[src/rtl/rsst_pkg.sv]
// Shared widths, types, codes and the microcode program of the random sampling set table.
// Used by the channel interfaces, the table unit and the testbench; depends on nothing.
package rsst_pkg;

    localparam int CAPACITY = 64;
    localparam int ADDR_W   = (CAPACITY > 1) ? $clog2(CAPACITY) : 1;
    localparam int CNT_W    = $clog2(CAPACITY + 1);

    localparam int FUNC_W   = 2;
    localparam int VALUE_W  = 32;
    localparam int DRAW_W   = 16;
    localparam int STATUS_W = 2;
    localparam int COUNT_W  = 7;
    localparam int BIT_W    = $clog2(DRAW_W);

    typedef logic [FUNC_W-1:0]          func_t;
    typedef logic signed [VALUE_W-1:0]  value_t;
    typedef logic [DRAW_W-1:0]          draw_t;
    typedef logic [STATUS_W-1:0]        status_t;
    typedef logic [COUNT_W-1:0]         count_t;
    typedef logic [CNT_W-1:0]           cnt_t;
    typedef logic [ADDR_W-1:0]          addr_t;
    typedef logic [BIT_W-1:0]           bit_t;

    localparam func_t FUNC_INSERT = 2'd0;
    localparam func_t FUNC_REMOVE = 2'd1;
    localparam func_t FUNC_SAMPLE = 2'd2;
    localparam func_t FUNC_NOP    = 2'd3;

    localparam status_t ST_DONE  = 2'd0;
    localparam status_t ST_MISS  = 2'd1;
    localparam status_t ST_FULL  = 2'd2;
    localparam status_t ST_EMPTY = 2'd3;

    localparam int PC_W = 5;
    typedef logic [PC_W-1:0] pc_t;

    localparam pc_t STEP_IDLE     = 5'd0;
    localparam pc_t STEP_DISPATCH = 5'd1;
    localparam pc_t STEP_CHK_NOP  = 5'd2;
    localparam pc_t STEP_SCAN_A   = 5'd3;
    localparam pc_t STEP_SCAN_B   = 5'd4;
    localparam pc_t STEP_HIT      = 5'd5;
    localparam pc_t STEP_MOVE     = 5'd6;
    localparam pc_t STEP_ABSENT   = 5'd7;
    localparam pc_t STEP_CHK_FULL = 5'd8;
    localparam pc_t STEP_APPEND   = 5'd9;
    localparam pc_t STEP_SAMPLE   = 5'd10;
    localparam pc_t STEP_DIV      = 5'd11;
    localparam pc_t STEP_RD_REM   = 5'd12;
    localparam pc_t STEP_TAKE     = 5'd13;
    localparam pc_t STEP_EMPTY    = 5'd14;
    localparam pc_t STEP_MISS     = 5'd15;
    localparam pc_t STEP_FULL     = 5'd16;
    localparam pc_t STEP_FIN      = 5'd17;
    localparam pc_t STEP_RET      = 5'd18;

    localparam int ACT_W = 4;
    typedef logic [ACT_W-1:0] act_t;

    localparam act_t ACT_NONE      = 4'd0;
    localparam act_t ACT_LOAD      = 4'd1;
    localparam act_t ACT_SCAN_NEXT = 4'd2;
    localparam act_t ACT_RD_LAST   = 4'd3;
    localparam act_t ACT_MOVE_LAST = 4'd4;
    localparam act_t ACT_APPEND    = 4'd5;
    localparam act_t ACT_DIV_STEP  = 4'd6;
    localparam act_t ACT_RD_REM    = 4'd7;
    localparam act_t ACT_TAKE      = 4'd8;
    localparam act_t ACT_EMIT      = 4'd9;

    localparam int COND_W = 4;
    typedef logic [COND_W-1:0] cond_t;

    localparam cond_t COND_NEVER      = 4'd0;
    localparam cond_t COND_ALWAYS     = 4'd1;
    localparam cond_t COND_NOT_ACCEPT = 4'd2;
    localparam cond_t COND_IS_SAMPLE  = 4'd3;
    localparam cond_t COND_IS_NOP     = 4'd4;
    localparam cond_t COND_SCAN_END   = 4'd5;
    localparam cond_t COND_NOT_HIT    = 4'd6;
    localparam cond_t COND_IS_INSERT  = 4'd7;
    localparam cond_t COND_IS_REMOVE  = 4'd8;
    localparam cond_t COND_IS_FULL    = 4'd9;
    localparam cond_t COND_CNT_ZERO   = 4'd10;
    localparam cond_t COND_DIV_MORE   = 4'd11;
    localparam cond_t COND_OUT_BUSY   = 4'd12;

    typedef struct packed {
        act_t    act;
        logic    set_st;
        status_t st;
        cond_t   cond;
        pc_t     target;
    } uword_t;

    function automatic uword_t mk_uword(input act_t act, input logic set_st, input status_t st,
                                        input cond_t cond, input pc_t target);
        uword_t w;
        w.act    = act;
        w.set_st = set_st;
        w.st     = st;
        w.cond   = cond;
        w.target = target;
        return w;
    endfunction

    // The control store: one word per step, jump to target when the condition holds.
    function automatic uword_t ucode(input pc_t pc);
        uword_t w;
        unique case (pc)
            STEP_IDLE:     w = mk_uword(ACT_LOAD, 1'b0, ST_DONE, COND_NOT_ACCEPT, STEP_IDLE);
            STEP_DISPATCH: w = mk_uword(ACT_NONE, 1'b0, ST_DONE, COND_IS_SAMPLE, STEP_SAMPLE);
            STEP_CHK_NOP:  w = mk_uword(ACT_NONE, 1'b0, ST_DONE, COND_IS_NOP, STEP_FIN);
            STEP_SCAN_A:   w = mk_uword(ACT_NONE, 1'b0, ST_DONE, COND_SCAN_END, STEP_ABSENT);
            STEP_SCAN_B:   w = mk_uword(ACT_SCAN_NEXT, 1'b0, ST_DONE, COND_NOT_HIT, STEP_SCAN_A);
            STEP_HIT:      w = mk_uword(ACT_RD_LAST, 1'b0, ST_DONE, COND_IS_INSERT, STEP_MISS);
            STEP_MOVE:     w = mk_uword(ACT_MOVE_LAST, 1'b0, ST_DONE, COND_ALWAYS, STEP_FIN);
            STEP_ABSENT:   w = mk_uword(ACT_NONE, 1'b0, ST_DONE, COND_IS_REMOVE, STEP_MISS);
            STEP_CHK_FULL: w = mk_uword(ACT_NONE, 1'b0, ST_DONE, COND_IS_FULL, STEP_FULL);
            STEP_APPEND:   w = mk_uword(ACT_APPEND, 1'b0, ST_DONE, COND_ALWAYS, STEP_FIN);
            STEP_SAMPLE:   w = mk_uword(ACT_NONE, 1'b0, ST_DONE, COND_CNT_ZERO, STEP_EMPTY);
            STEP_DIV:      w = mk_uword(ACT_DIV_STEP, 1'b0, ST_DONE, COND_DIV_MORE, STEP_DIV);
            STEP_RD_REM:   w = mk_uword(ACT_RD_REM, 1'b0, ST_DONE, COND_NEVER, STEP_IDLE);
            STEP_TAKE:     w = mk_uword(ACT_TAKE, 1'b0, ST_DONE, COND_ALWAYS, STEP_FIN);
            STEP_EMPTY:    w = mk_uword(ACT_NONE, 1'b1, ST_EMPTY, COND_ALWAYS, STEP_FIN);
            STEP_MISS:     w = mk_uword(ACT_NONE, 1'b1, ST_MISS, COND_ALWAYS, STEP_FIN);
            STEP_FULL:     w = mk_uword(ACT_NONE, 1'b1, ST_FULL, COND_ALWAYS, STEP_FIN);
            STEP_FIN:      w = mk_uword(ACT_EMIT, 1'b0, ST_DONE, COND_OUT_BUSY, STEP_FIN);
            STEP_RET:      w = mk_uword(ACT_NONE, 1'b0, ST_DONE, COND_ALWAYS, STEP_IDLE);
            default:       w = mk_uword(ACT_NONE, 1'b0, ST_DONE, COND_ALWAYS, STEP_IDLE);
        endcase
        return w;
    endfunction

endpackage

[src/rtl/rsst_if.sv]
// Request and response channel interfaces of the random sampling set table.
// Each carries valid, ready and one word of payload; depends on rsst_pkg.
interface rsst_req_if;
    logic                valid;
    logic                ready;
    rsst_pkg::func_t     func;
    rsst_pkg::value_t    value;
    rsst_pkg::draw_t     random_draw;

    modport source (output valid, output func, output value, output random_draw, input ready);
    modport sink   (input valid, input func, input value, input random_draw, output ready);
endinterface

interface rsst_rsp_if;
    logic                valid;
    logic                ready;
    rsst_pkg::status_t   status;
    rsst_pkg::value_t    sampled_value;
    rsst_pkg::count_t    element_count;

    modport source (output valid, output status, output sampled_value, output element_count,
                    input ready);
    modport sink   (input valid, input status, input sampled_value, input element_count,
                    output ready);
endinterface

[src/rtl/random_sampling_set_table_unit.sv]
// Random sampling set table: a microcoded sequencer over one element store RAM.
// Depends on rsst_pkg, rsst_if (request and response channels) and rsst_ram.
//
// Use: the req channel takes one word per operation (func, value, random_draw):
// insert, remove or sample. The rsp channel returns exactly one word per request
// (status, sampled_value, element_count). A word moves when valid and ready are
// both high at a rising edge of clk.
// One request is worked on at a time. Insert and remove scan the live entries
// through the single RAM read port. Sample reduces random_draw modulo the count
// one bit per cycle. A duplicate, absent or no-op request ends after its scan or
// dispatch.
// The response sits in an output register; while the receiver stalls, the next
// request is still accepted and worked on, and only its final step waits for the
// output register to drain.
// Reset (rst_n low, asynchronous) empties the set and drops any pending response.
// The store needs no clearing pass: only live entries are ever read.
module random_sampling_set_table_unit (
    input  logic        clk,
    input  logic        rst_n,
    rsst_req_if.sink    req,
    rsst_rsp_if.source  rsp
);

    rsst_pkg::pc_t      pc_reg, pc_next;
    rsst_pkg::uword_t   uw;
    logic               accept;
    logic               hit;
    logic               out_busy;
    logic               taken;
    logic               emit;

    rsst_pkg::func_t    func_reg;
    rsst_pkg::value_t   key_reg;
    rsst_pkg::draw_t    draw_reg;
    rsst_pkg::cnt_t     idx_reg;
    rsst_pkg::cnt_t     cnt_reg, cnt_next;
    rsst_pkg::cnt_t     rem_reg;
    rsst_pkg::bit_t     bit_reg;
    rsst_pkg::status_t  st_reg;
    rsst_pkg::value_t   samp_reg;

    logic                          out_valid_reg, out_valid_next;
    rsst_pkg::status_t             out_status_reg;
    rsst_pkg::value_t              out_samp_reg;
    rsst_pkg::count_t              out_count_reg;

    logic [rsst_pkg::CNT_W:0]      rem_shift;
    logic [rsst_pkg::CNT_W:0]      rem_sub;
    logic                          ram_we;
    rsst_pkg::addr_t               ram_addr;
    logic [rsst_pkg::VALUE_W-1:0]  ram_wdata;
    logic [rsst_pkg::VALUE_W-1:0]  ram_rdata;

    rsst_ram #(
        .WIDTH (rsst_pkg::VALUE_W),
        .DEPTH (rsst_pkg::CAPACITY)
    ) u_store (
        .clk   (clk),
        .we    (ram_we),
        .addr  (ram_addr),
        .wdata (ram_wdata),
        .rdata (ram_rdata)
    );

    assign uw       = rsst_pkg::ucode(pc_reg);
    assign req.ready = (pc_reg == rsst_pkg::STEP_IDLE);
    assign accept   = req.valid && req.ready;
    assign hit      = (ram_rdata == key_reg);
    assign out_busy = out_valid_reg && !rsp.ready;
    assign emit     = (uw.act == rsst_pkg::ACT_EMIT) && !out_busy;

    assign rem_shift = {rem_reg, draw_reg[rsst_pkg::DRAW_W-1]};
    assign rem_sub   = rem_shift - {1'b0, cnt_reg};

    always_comb
    begin
        unique case (uw.cond)
            rsst_pkg::COND_NEVER:      taken = 1'b0;
            rsst_pkg::COND_ALWAYS:     taken = 1'b1;
            rsst_pkg::COND_NOT_ACCEPT: taken = !accept;
            rsst_pkg::COND_IS_SAMPLE:  taken = (func_reg == rsst_pkg::FUNC_SAMPLE);
            rsst_pkg::COND_IS_NOP:     taken = (func_reg == rsst_pkg::FUNC_NOP);
            rsst_pkg::COND_SCAN_END:   taken = (idx_reg == cnt_reg);
            rsst_pkg::COND_NOT_HIT:    taken = !hit;
            rsst_pkg::COND_IS_INSERT:  taken = (func_reg == rsst_pkg::FUNC_INSERT);
            rsst_pkg::COND_IS_REMOVE:  taken = (func_reg == rsst_pkg::FUNC_REMOVE);
            rsst_pkg::COND_IS_FULL:    taken = (cnt_reg >= rsst_pkg::CNT_W'(rsst_pkg::CAPACITY));
            rsst_pkg::COND_CNT_ZERO:   taken = (cnt_reg == '0);
            rsst_pkg::COND_DIV_MORE:   taken = (bit_reg != rsst_pkg::BIT_W'(rsst_pkg::DRAW_W - 1));
            rsst_pkg::COND_OUT_BUSY:   taken = out_busy;
            default:                   taken = 1'b0;
        endcase
        pc_next = taken ? uw.target : pc_reg + 1'b1;
    end

    always_comb
    begin
        ram_we    = (uw.act == rsst_pkg::ACT_MOVE_LAST) || (uw.act == rsst_pkg::ACT_APPEND);
        ram_wdata = (uw.act == rsst_pkg::ACT_APPEND) ? key_reg : ram_rdata;
        unique case (uw.act)
            rsst_pkg::ACT_RD_LAST: ram_addr = rsst_pkg::ADDR_W'(cnt_reg - 1'b1);
            rsst_pkg::ACT_APPEND:  ram_addr = rsst_pkg::ADDR_W'(cnt_reg);
            rsst_pkg::ACT_RD_REM:  ram_addr = rsst_pkg::ADDR_W'(rem_reg);
            default:               ram_addr = rsst_pkg::ADDR_W'(idx_reg);
        endcase
    end

    always_comb
    begin
        unique case (uw.act)
            rsst_pkg::ACT_MOVE_LAST: cnt_next = cnt_reg - 1'b1;
            rsst_pkg::ACT_APPEND:    cnt_next = cnt_reg + 1'b1;
            default:                 cnt_next = cnt_reg;
        endcase
        priority if (emit)
        begin
            out_valid_next = 1'b1;
        end
        else if (rsp.ready)
        begin
            out_valid_next = 1'b0;
        end
        else
        begin
            out_valid_next = out_valid_reg;
        end
    end

    always_ff @(posedge clk or negedge rst_n)
    begin
        if (!rst_n)
        begin
            pc_reg        <= rsst_pkg::STEP_IDLE;
            cnt_reg       <= '0;
            out_valid_reg <= 1'b0;
        end
        else
        begin
            pc_reg        <= pc_next;
            cnt_reg       <= cnt_next;
            out_valid_reg <= out_valid_next;
        end
    end

    always_ff @(posedge clk)
    begin
        if ((uw.act == rsst_pkg::ACT_LOAD) && accept)
        begin
            func_reg <= req.func;
            key_reg  <= req.value;
            draw_reg <= req.random_draw;
            idx_reg  <= '0;
            rem_reg  <= '0;
            bit_reg  <= '0;
            st_reg   <= rsst_pkg::ST_DONE;
            samp_reg <= '0;
        end
        if ((uw.act == rsst_pkg::ACT_SCAN_NEXT) && !hit)
        begin
            idx_reg <= idx_reg + 1'b1;
        end
        if (uw.act == rsst_pkg::ACT_DIV_STEP)
        begin
            rem_reg  <= (rem_shift >= {1'b0, cnt_reg}) ? rsst_pkg::CNT_W'(rem_sub)
                                                       : rsst_pkg::CNT_W'(rem_shift);
            draw_reg <= {draw_reg[rsst_pkg::DRAW_W-2:0], 1'b0};
            bit_reg  <= bit_reg + 1'b1;
        end
        if (uw.act == rsst_pkg::ACT_TAKE)
        begin
            samp_reg <= ram_rdata;
        end
        if (uw.set_st)
        begin
            st_reg <= uw.st;
        end
        if (emit)
        begin
            out_status_reg <= st_reg;
            out_samp_reg   <= samp_reg;
            out_count_reg  <= rsst_pkg::COUNT_W'(cnt_reg);
        end
    end

    assign rsp.valid         = out_valid_reg;
    assign rsp.status        = out_status_reg;
    assign rsp.sampled_value = out_samp_reg;
    assign rsp.element_count = out_count_reg;

    // The count never exceeds the store size.
    a_cnt_bound: assert property (@(posedge clk) disable iff (!rst_n)
        cnt_reg <= rsst_pkg::CNT_W'(rsst_pkg::CAPACITY))
        else $error("element count above capacity");

    // The count moves only through an append or a move of the last entry.
    a_cnt_change: assert property (@(posedge clk) disable iff (!rst_n)
        (cnt_reg != $past(cnt_reg)) |->
        ($past(uw.act) == rsst_pkg::ACT_APPEND || $past(uw.act) == rsst_pkg::ACT_MOVE_LAST))
        else $error("element count changed outside an append or removal");

    // An append never writes when the store is full.
    a_append_room: assert property (@(posedge clk) disable iff (!rst_n)
        (uw.act == rsst_pkg::ACT_APPEND) |-> (cnt_reg < rsst_pkg::CNT_W'(rsst_pkg::CAPACITY)))
        else $error("append into a full store");

    // A response word appears only out of the final step of the program.
    a_emit_src: assert property (@(posedge clk) disable iff (!rst_n)
        $rose(out_valid_reg) |-> ($past(pc_reg) == rsst_pkg::STEP_FIN))
        else $error("response raised outside the final step");

endmodule

[src/rtl/rsst_ram.sv]
// Generic single-port RAM with a registered read, used for the element store.
// Stand-alone; no package dependency.
module rsst_ram #(
    parameter int WIDTH = 32,
    parameter int DEPTH = 64
) (
    input  logic                                     clk,
    input  logic                                     we,
    input  logic [((DEPTH > 1) ? $clog2(DEPTH) : 1)-1:0] addr,
    input  logic [WIDTH-1:0]                         wdata,
    output logic [WIDTH-1:0]                         rdata
);

    logic [WIDTH-1:0] mem [DEPTH];

    always_ff @(posedge clk)
    begin
        if (we)
        begin
            mem[addr] <= wdata;
        end
        rdata <= mem[addr];
    end

endmodule

[src/flat_wrapper.sv]
// flat-port wrapper written by rule: the top's interface ports become plain ports
module random_sampling_set_table_unit_flat 
  (clk, rst_n, req_valid, req_func, req_value, req_random_draw, req_ready, rsp_valid, rsp_status, rsp_sampled_value, rsp_element_count, rsp_ready);
  rsst_req_if req_i ();
  rsst_rsp_if rsp_i ();
  input  logic clk;
  input  logic rst_n;
  input wire logic [$bits(req_i.valid)-1:0] req_valid;
  input wire logic [$bits(req_i.func)-1:0] req_func;
  input wire logic [$bits(req_i.value)-1:0] req_value;
  input wire logic [$bits(req_i.random_draw)-1:0] req_random_draw;
  output wire logic [$bits(req_i.ready)-1:0] req_ready;
  output wire logic [$bits(rsp_i.valid)-1:0] rsp_valid;
  output wire logic [$bits(rsp_i.status)-1:0] rsp_status;
  output wire logic [$bits(rsp_i.sampled_value)-1:0] rsp_sampled_value;
  output wire logic [$bits(rsp_i.element_count)-1:0] rsp_element_count;
  input wire logic [$bits(rsp_i.ready)-1:0] rsp_ready;
  assign req_i.valid = req_valid;
  assign req_i.func = req_func;
  assign req_i.value = req_value;
  assign req_i.random_draw = req_random_draw;
  assign req_ready = req_i.ready;
  assign rsp_valid = rsp_i.valid;
  assign rsp_status = rsp_i.status;
  assign rsp_sampled_value = rsp_i.sampled_value;
  assign rsp_element_count = rsp_i.element_count;
  assign rsp_i.ready = rsp_ready;
  random_sampling_set_table_unit u_core (.clk(clk), .rst_n(rst_n), .req(req_i), .rsp(rsp_i));
endmodule
[config.mk]
export PLATFORM = sky130hd
export DESIGN_NAME = random_sampling_set_table_unit_flat
export DESIGN_NICKNAME = d
export VERILOG_FILES = /design/src/rtl/rsst_pkg.sv /design/src/rtl/rsst_if.sv /design/src/rtl/random_sampling_set_table_unit.sv /design/src/rtl/rsst_ram.sv /design/src/flat_wrapper.sv
export SDC_FILE = /design/constraint.sdc
export NUM_CORES = 2
export LEC_CHECK = 0
export BUFFER_PORTS_ARGS = -buffer_cell sky130_fd_sc_hd__buf_2
export CORE_MARGIN = 5
export CORE_UTILIZATION = 32
export DETAILED_ROUTE_END_ITERATION = 8
export PLACE_DENSITY_LB_ADDON = 0.12
export SETUP_SLACK_MARGIN = 0.5
export SKIP_CTS_REPAIR_TIMING = 1
export SLEW_MARGIN = 25
export SYNTH_ARGS = -nofsm -noshare
export SYNTH_HDL_FRONTEND = slang
export SYNTH_SLANG_ARGS = --single-unit
[constraint.sdc]
create_clock -name clk -period 6.5 [get_ports clk]
set_input_delay 0.325 -clock clk [delete_from_list [all_inputs] [get_ports clk]]
set_output_delay 0.325 -clock clk [all_outputs]
set_load 0.05 [all_outputs]
# After elaboration in Yosys (flattened, before gate mapping)

Memories as Yosys holds them, arrays and structs flattened. A register that Yosys moved wholly into a read port is not among the register bits.
Cells that the tools add are included.

Register bits: 156
Latch bits: 0
Bits in writable memories: 2048
ROM bits: 512
Bits of input ports: 54
Logic and storage cells: 92
Memories kept: 2

Memories:

| memory             | depth | bits a word | rd ports | clocked after memory_dff | write ports | line            | text |
|---|---|---|---|---|---|---|---|
| u_core.u_store.mem | 64    | 32          | 1        | 1                        | 1           | rsst_ram.sv:14  | `logic [WIDTH-1:0] mem [DEPTH];` |
| (name not given)   | 32    | 16          | 1        | 0                        | 0           | rsst_pkg.sv:111 | `unique case (pc)` |

$add $sub $neg: 6
Multiply operators: 0
Divide/modulo/power cells: 0
Order comparisons: 2
Equality and inequality tests: 27
Shifts and indexed selects: 0
Multiplexer cells: 21
Bitwise logic cells: 0
Reductions and logical operators: 19

Operators with widths:

| cell                  | number |
|---|---|
| $mux W32              | 3 |
| $eq A32 B32 Y1        | 1 |
| $eq A4 B3 Y1 const B  | 8 |
| $mux W16              | 2 |
| $eq A4 B4 Y1 const B  | 7 |
| $mux W7               | 4 |
| $pmux W6 S3           | 1 |
| $eq A4 B2 Y1 const B  | 4 |
| $add A7 B1 Y7 const B | 2 |
| $pmux W7 S2           | 1 |
| $pmux W1 S12          | 1 |
| $reduce_bool A2 Y1    | 6 |
| $eq A4 B1 Y1 const B  | 2 |
| $ge A8 B7 Y1          | 1 |
| $mux W4               | 2 |
| $eq A7 B7 Y1          | 1 |
| $ge A7 B7 Y1 const B  | 1 |
| $logic_not A7 Y1      | 1 |
| $sub A7 B1 Y7 const B | 1 |
| $sub A7 B7 Y7         | 1 |
| $add A5 B1 Y5 const B | 1 |
| $logic_and A1 B1 Y1   | 5 |
| $logic_not A5 Y1      | 1 |
| $mux W5               | 1 |
| other kinds (9)       | 17 |

# Longest topological paths before layout

Word-level depth: 5
Gate-level depth with buffers: 19
Gate-level depth less buffers: 12

# By module

From an unflattened synthesis, not the netlist that was laid out.

Cells, all modules: 4844
Area, all modules: 86719.4 um2

By module, submodules not included:

| module                         | instances | cells an instance | area each (um2) |
|---|---|---|---|
| rsst_ram                       | 1         | 4239              | 78928.2 |
| random_sampling_set_table_unit | 1         | 605               | 7791.2 |

# Worst setup path after synthesis

Ideal clock, no wire load.

Path kind: register to register
Start point: register u_core.pc_reg[0]
End point: memory u_core.u_store.mem[12][0] (enable)
Setup time: 421 ps
Arrival time: 4863 ps
Data required time: 6079 ps
Path slack: 1216 ps
Cell stages (with the launch flop): 18
Cell sequence: dfrtp_1 -> buf_2 -> inv_1 -> ha_1 -> buf_2 -> mux2_2 -> a21oi_1 -> nor4_1 -> a211o_1 -> buf_6 -> buf_4 -> buf_2 -> buf_2 -> buf_2 -> buf_2 -> nor2_1 -> nand2_1 -> nor2_1

Word-level cells in the longest chain between the ends: 5
Elaborated cells between the ends (all ways): 9

RTL lines:

| item                            | line                                                                        | text |
|---|---|---|
| start, declared                 | random_sampling_set_table_unit.sv:24                                        | `rsst_pkg::pc_t pc_reg, pc_next;` |
| start signal, assigned          | random_sampling_set_table_unit.sv:133                                       | `pc_reg <= rsst_pkg::STEP_IDLE;` |
| start signal, assigned          | random_sampling_set_table_unit.sv:139                                       | `pc_reg <= pc_next;` |
| $mem_v2 Z32 W16 (*)             | n/a                                                                         |  |
| $eq A4 B3 Y1 (on tied branches) | random_sampling_set_table_unit.sv:98, random_sampling_set_table_unit.sv:100 |  |
| $logic_or A1 B1 Y1              | random_sampling_set_table_unit.sv:98                                        | `ram_we = (uw.act == rsst_pkg::ACT_MOVE_LAST) \|\| (uw.act == rsst_pkg::ACT_APPEND);` |
| $mux W1                         | rsst_ram.sv:18                                                              | `if (we)` |
| $mux W1 (implied by the code)   | rsst_ram.sv:20                                                              | `mem[addr] <= wdata;` |
| end, declared                   | rsst_ram.sv:14                                                              |  |

Every way passes the cells marked *; elsewhere a longest branch is shown, timed or not.

# Worst setup path after layout

Start point: register u_core.pc_reg[0]
End point: register u_core.u_store.rdata[27], read port of u_core.u_store.mem

Word-level cells in the longest chain between the ends: 3
Elaborated cells between the ends (all ways): 5

RTL lines:

| item                                                | line                                  | text |
|---|---|---|
| $mem_v2 Z32 W16 (*)                                 | n/a                                   |  |
| $eq A4 B3 Y1 / $eq A4 B2 Y1 (equally long branches) | random_sampling_set_table_unit.sv:100 | `unique case (uw.act)` |
| $pmux W6 S3 (*)                                     | random_sampling_set_table_unit.sv:100 |  |
| end, declared                                       | rsst_ram.sv:11                        | `output logic [WIDTH-1:0] rdata` |

Marks and branches as above.
A chain may end at the register's enable or synchronous reset.

==> flow_summary.toml <==
[sta]
period_needed_ns = 5.97
fmax_mhz = 168
setup_viol = 0
worst_pin_slew_ns = 1.14
clock_skew_ns = 0.0601
finalCritPeriodShare = 0.918
rsz0062_at_grt = "false"
max-slew-margin-rel = 0.237
slew_viol_final = 0
finalHoldViolCount = 0

[pwr]
pwr_density_cell_mw_per_mm2 = 561
pwr-share-seq = 0.327
peakVddDrop_mv = 0.579
finalPower_uw = 58700
internal_power_uw = 32900
p_sw_frac = 0.440
leakagePower_uw = 0.0350
p_comb_frac = 0.444
clockPowerShare = 0.229
power.switching_uw = 25800

[final_layout]
largest_register_ffs = 2048
drive_gt1_frac = 0.148
final_common_cell = "edfxtp_1"
most-common-layout-cells = "2190 x edfxtp_1, 1399 x nand2_1, 579 x nand3_1, 270 x buf_4, 247 x clkbuf_16"
ff_latch_area_sq_mm = 0.0667
fin_nets = 6612
multi_input_area_sq_mm = 0.0207
fillers = 26000
stdcell_area_sq_mm = 0.105
top_register = "u_core.u_store.mem"
area_growth_pct = 18.1

[worst_setup_path]
max_stage_delay_ns = 0.77
critical_path_class = "reg -> reg"
crit_arrival_ns = 6.80
worstPathRequired_ns = 7.33
endpoint_kind = "flip-flop"
slowest_stage = "or3_1"
cp_max_fo = 14
path_cells = "inv_1 -> ha_1 -> mux2_2 -> a21oi_1 -> a211oi_1 -> or3_1 -> buf_4 -> nor3_4 -> buf_4 -> buf_4 -> nand3_1 -> nand2_1 -> nor4_2 -> buf_2 -> nand3_1"
crit_top_cell = "buf_4"
critical_path.startpoint_type = "flip-flop"

[floorplan]
core_area_sq_mm = 0.276
dieArea_sq_mm = 0.287
io_pins = 97
start_util = 0.321
die_x_um = 536
num_rows = 193
die_y_um = 536

[job]
cap_viol_max_count = 0

[clocking]
cts_tree = "built"
htreeDepth = 4
clock_path_buffers = 4
clk_latency_ns = 0.92
cts.sinks = 2236
cts_buffers = 243
root_buffer = "clkbuf_16"
path_clk_slew_ns = 0.06

[detailed_routing]
routed_wl_um = 354000
num_vias = 57200
antenna_left = 0
wl_per_cell_um = 33.8
post-route-drc-count = 0
drt_iter0_drc = 7307
first_pass_iters = 7
viasPerCell = 5.46

[logic_synthesis]
ys_ff_latch = 2236
ys_seq_area_frac = 0.754
yosysUniqueCellTypes = 86
synth_area_per_cell_sq_um = 14.4
synthArstFlopShare = 0.00581
synthFlopType = "edfxtp_1"
ys_warn_count = 0
syn_nets = 6240
netlist_area_sq_mm = 0.0886
synth_cells = 6161
synth_edf_count = 2190

[global_route]
grt-busiest-layer = "met2"
grt_pass1_vias = 53000
antenna_found_initial = 41
met2_usage = 0.376
track_usage = 0.239
grt_pass1_wl_um = 476000
grt.overflow.total = 0
grt_use_met3 = 0.0362
grt_max_degree = 134
met1_usage = 0.336

[placed_design]
dp_hpwl_um = 215000
numPortBuffers = 96
dpl-instance-area_sq_mm = 0.0963
gp_congestion = 0.867

[worst_hold_path]
hp-class = "in -> reg"

[outcome]
outcome = "finished clean"
worst paths after layout:
check                                             startpoint                                endpoint  slack, ns  cells past startpoint
max                             u_core.pc_reg[0]$_DFFE_PN0P_        u_core.u_store.rdata[27]$_DFF_P_       0.53                     15
min                                                req_valid         u_core.draw_reg[0]$_SDFFE_PP0P_       0.13                      4
max reg2reg                     u_core.pc_reg[0]$_DFFE_PN0P_        u_core.u_store.rdata[27]$_DFF_P_       0.53                     15
min reg2reg                u_core.samp_reg[13]$_SDFFCE_PP0P_  u_core.rsp.sampled_value[13]$_DFFE_PP_       0.41                      0
max in group asynchronous                              rst_n              u_core.pc_reg[1]$_DFF_PN0_       5.45                      3
min in group asynchronous                              rst_n           u_core.cnt_reg[6]$_DFFE_PN0P_       0.57                      3
per-layer routing:
layer,wire length [um],vias up
met5,32,-
met3,25300,477
met2,162000,2471
li1,-,24200
met1,152000,30100
met4,15400,6
layout make-up:
class / count / share of cell area
inverters: 26 / 0.000933
clock buffers: 327 / 0.0635
diodes: 41 / 0.000981
flip-flops and latches: 2236 / 0.638
repair buffers: 509 / 0.0459
multi-input cells: 3517 / 0.197
clock inverters: 115 / 0.00896
well taps: 3705 / 0.0443
synthesized netlist by cell type, types with 43 or more instances:
cell      count  share of area
mux2_2       43         0.0055
a221oi_1     78         0.0077
a311oi_1     46         0.0045
mux2i_1     182          0.021
a31oi_1      79         0.0056
o21ai_0      76         0.0043
nor2_1      156         0.0066
nand3_1     582          0.033
edfxtp_1   2190           0.74
clkbuf_1     75         0.0032
o22ai_1      47         0.0033
a21oi_1     193          0.011
buf_1        47         0.0020
and3_1       77         0.0054
buf_2       220          0.012
nand2_1    1401          0.059
nand4_1      49         0.0035
critical path, delay by kind of cell (launching register included):
family          cells  cell delay (ns)
compound gates      2             0.88
fa+ha+maj           1             0.38
buf+inv             5             1.41
flops               1             0.63
mux                 1             0.37
simple gates        6             2.18
stage by stage:
step           TNS (ns)  setup slack (ns)  std cells  utilization  hold slack, ns
2_1_floorplan         0              1.22       6161            -          0.0294
3_3_place_gp     -0.183            -0.132       9927        0.348           0.256
3_5_place_dp          0             0.393       9937        0.349           0.260
4_1_cts               0             0.361      10400        0.376          -0.722
5_1_grt               0             0.435      10500        0.379           0.112
6_report              0             0.534      10500        0.379           0.132
power by group through the flow:
stage / registers [uW] / clock network, uW / logic (uW)
after global placement: 19500 / 0 / 25500
after CTS: 19200 / 13700 / 25800
after floorplan: 19200 / 0 / 12400
final: 19200 / 13500 / 26100
after global routing: 19200 / 14300 / 27000
after detailed placement: 19500 / 0 / 25700
logic make-up after synthesis:
group | share of synthesized area
DFF | 0.754
muxes | 0.0351
xor gates and xnor gates | 0.00641
and+or+nand+nor | 0.118
AOI/OAI and AO/OA | 0.0600
buffers and inverters | 0.0227
adders and majority gates | 0.00362
No activity file was read; power rests on OpenSTA's default activity.
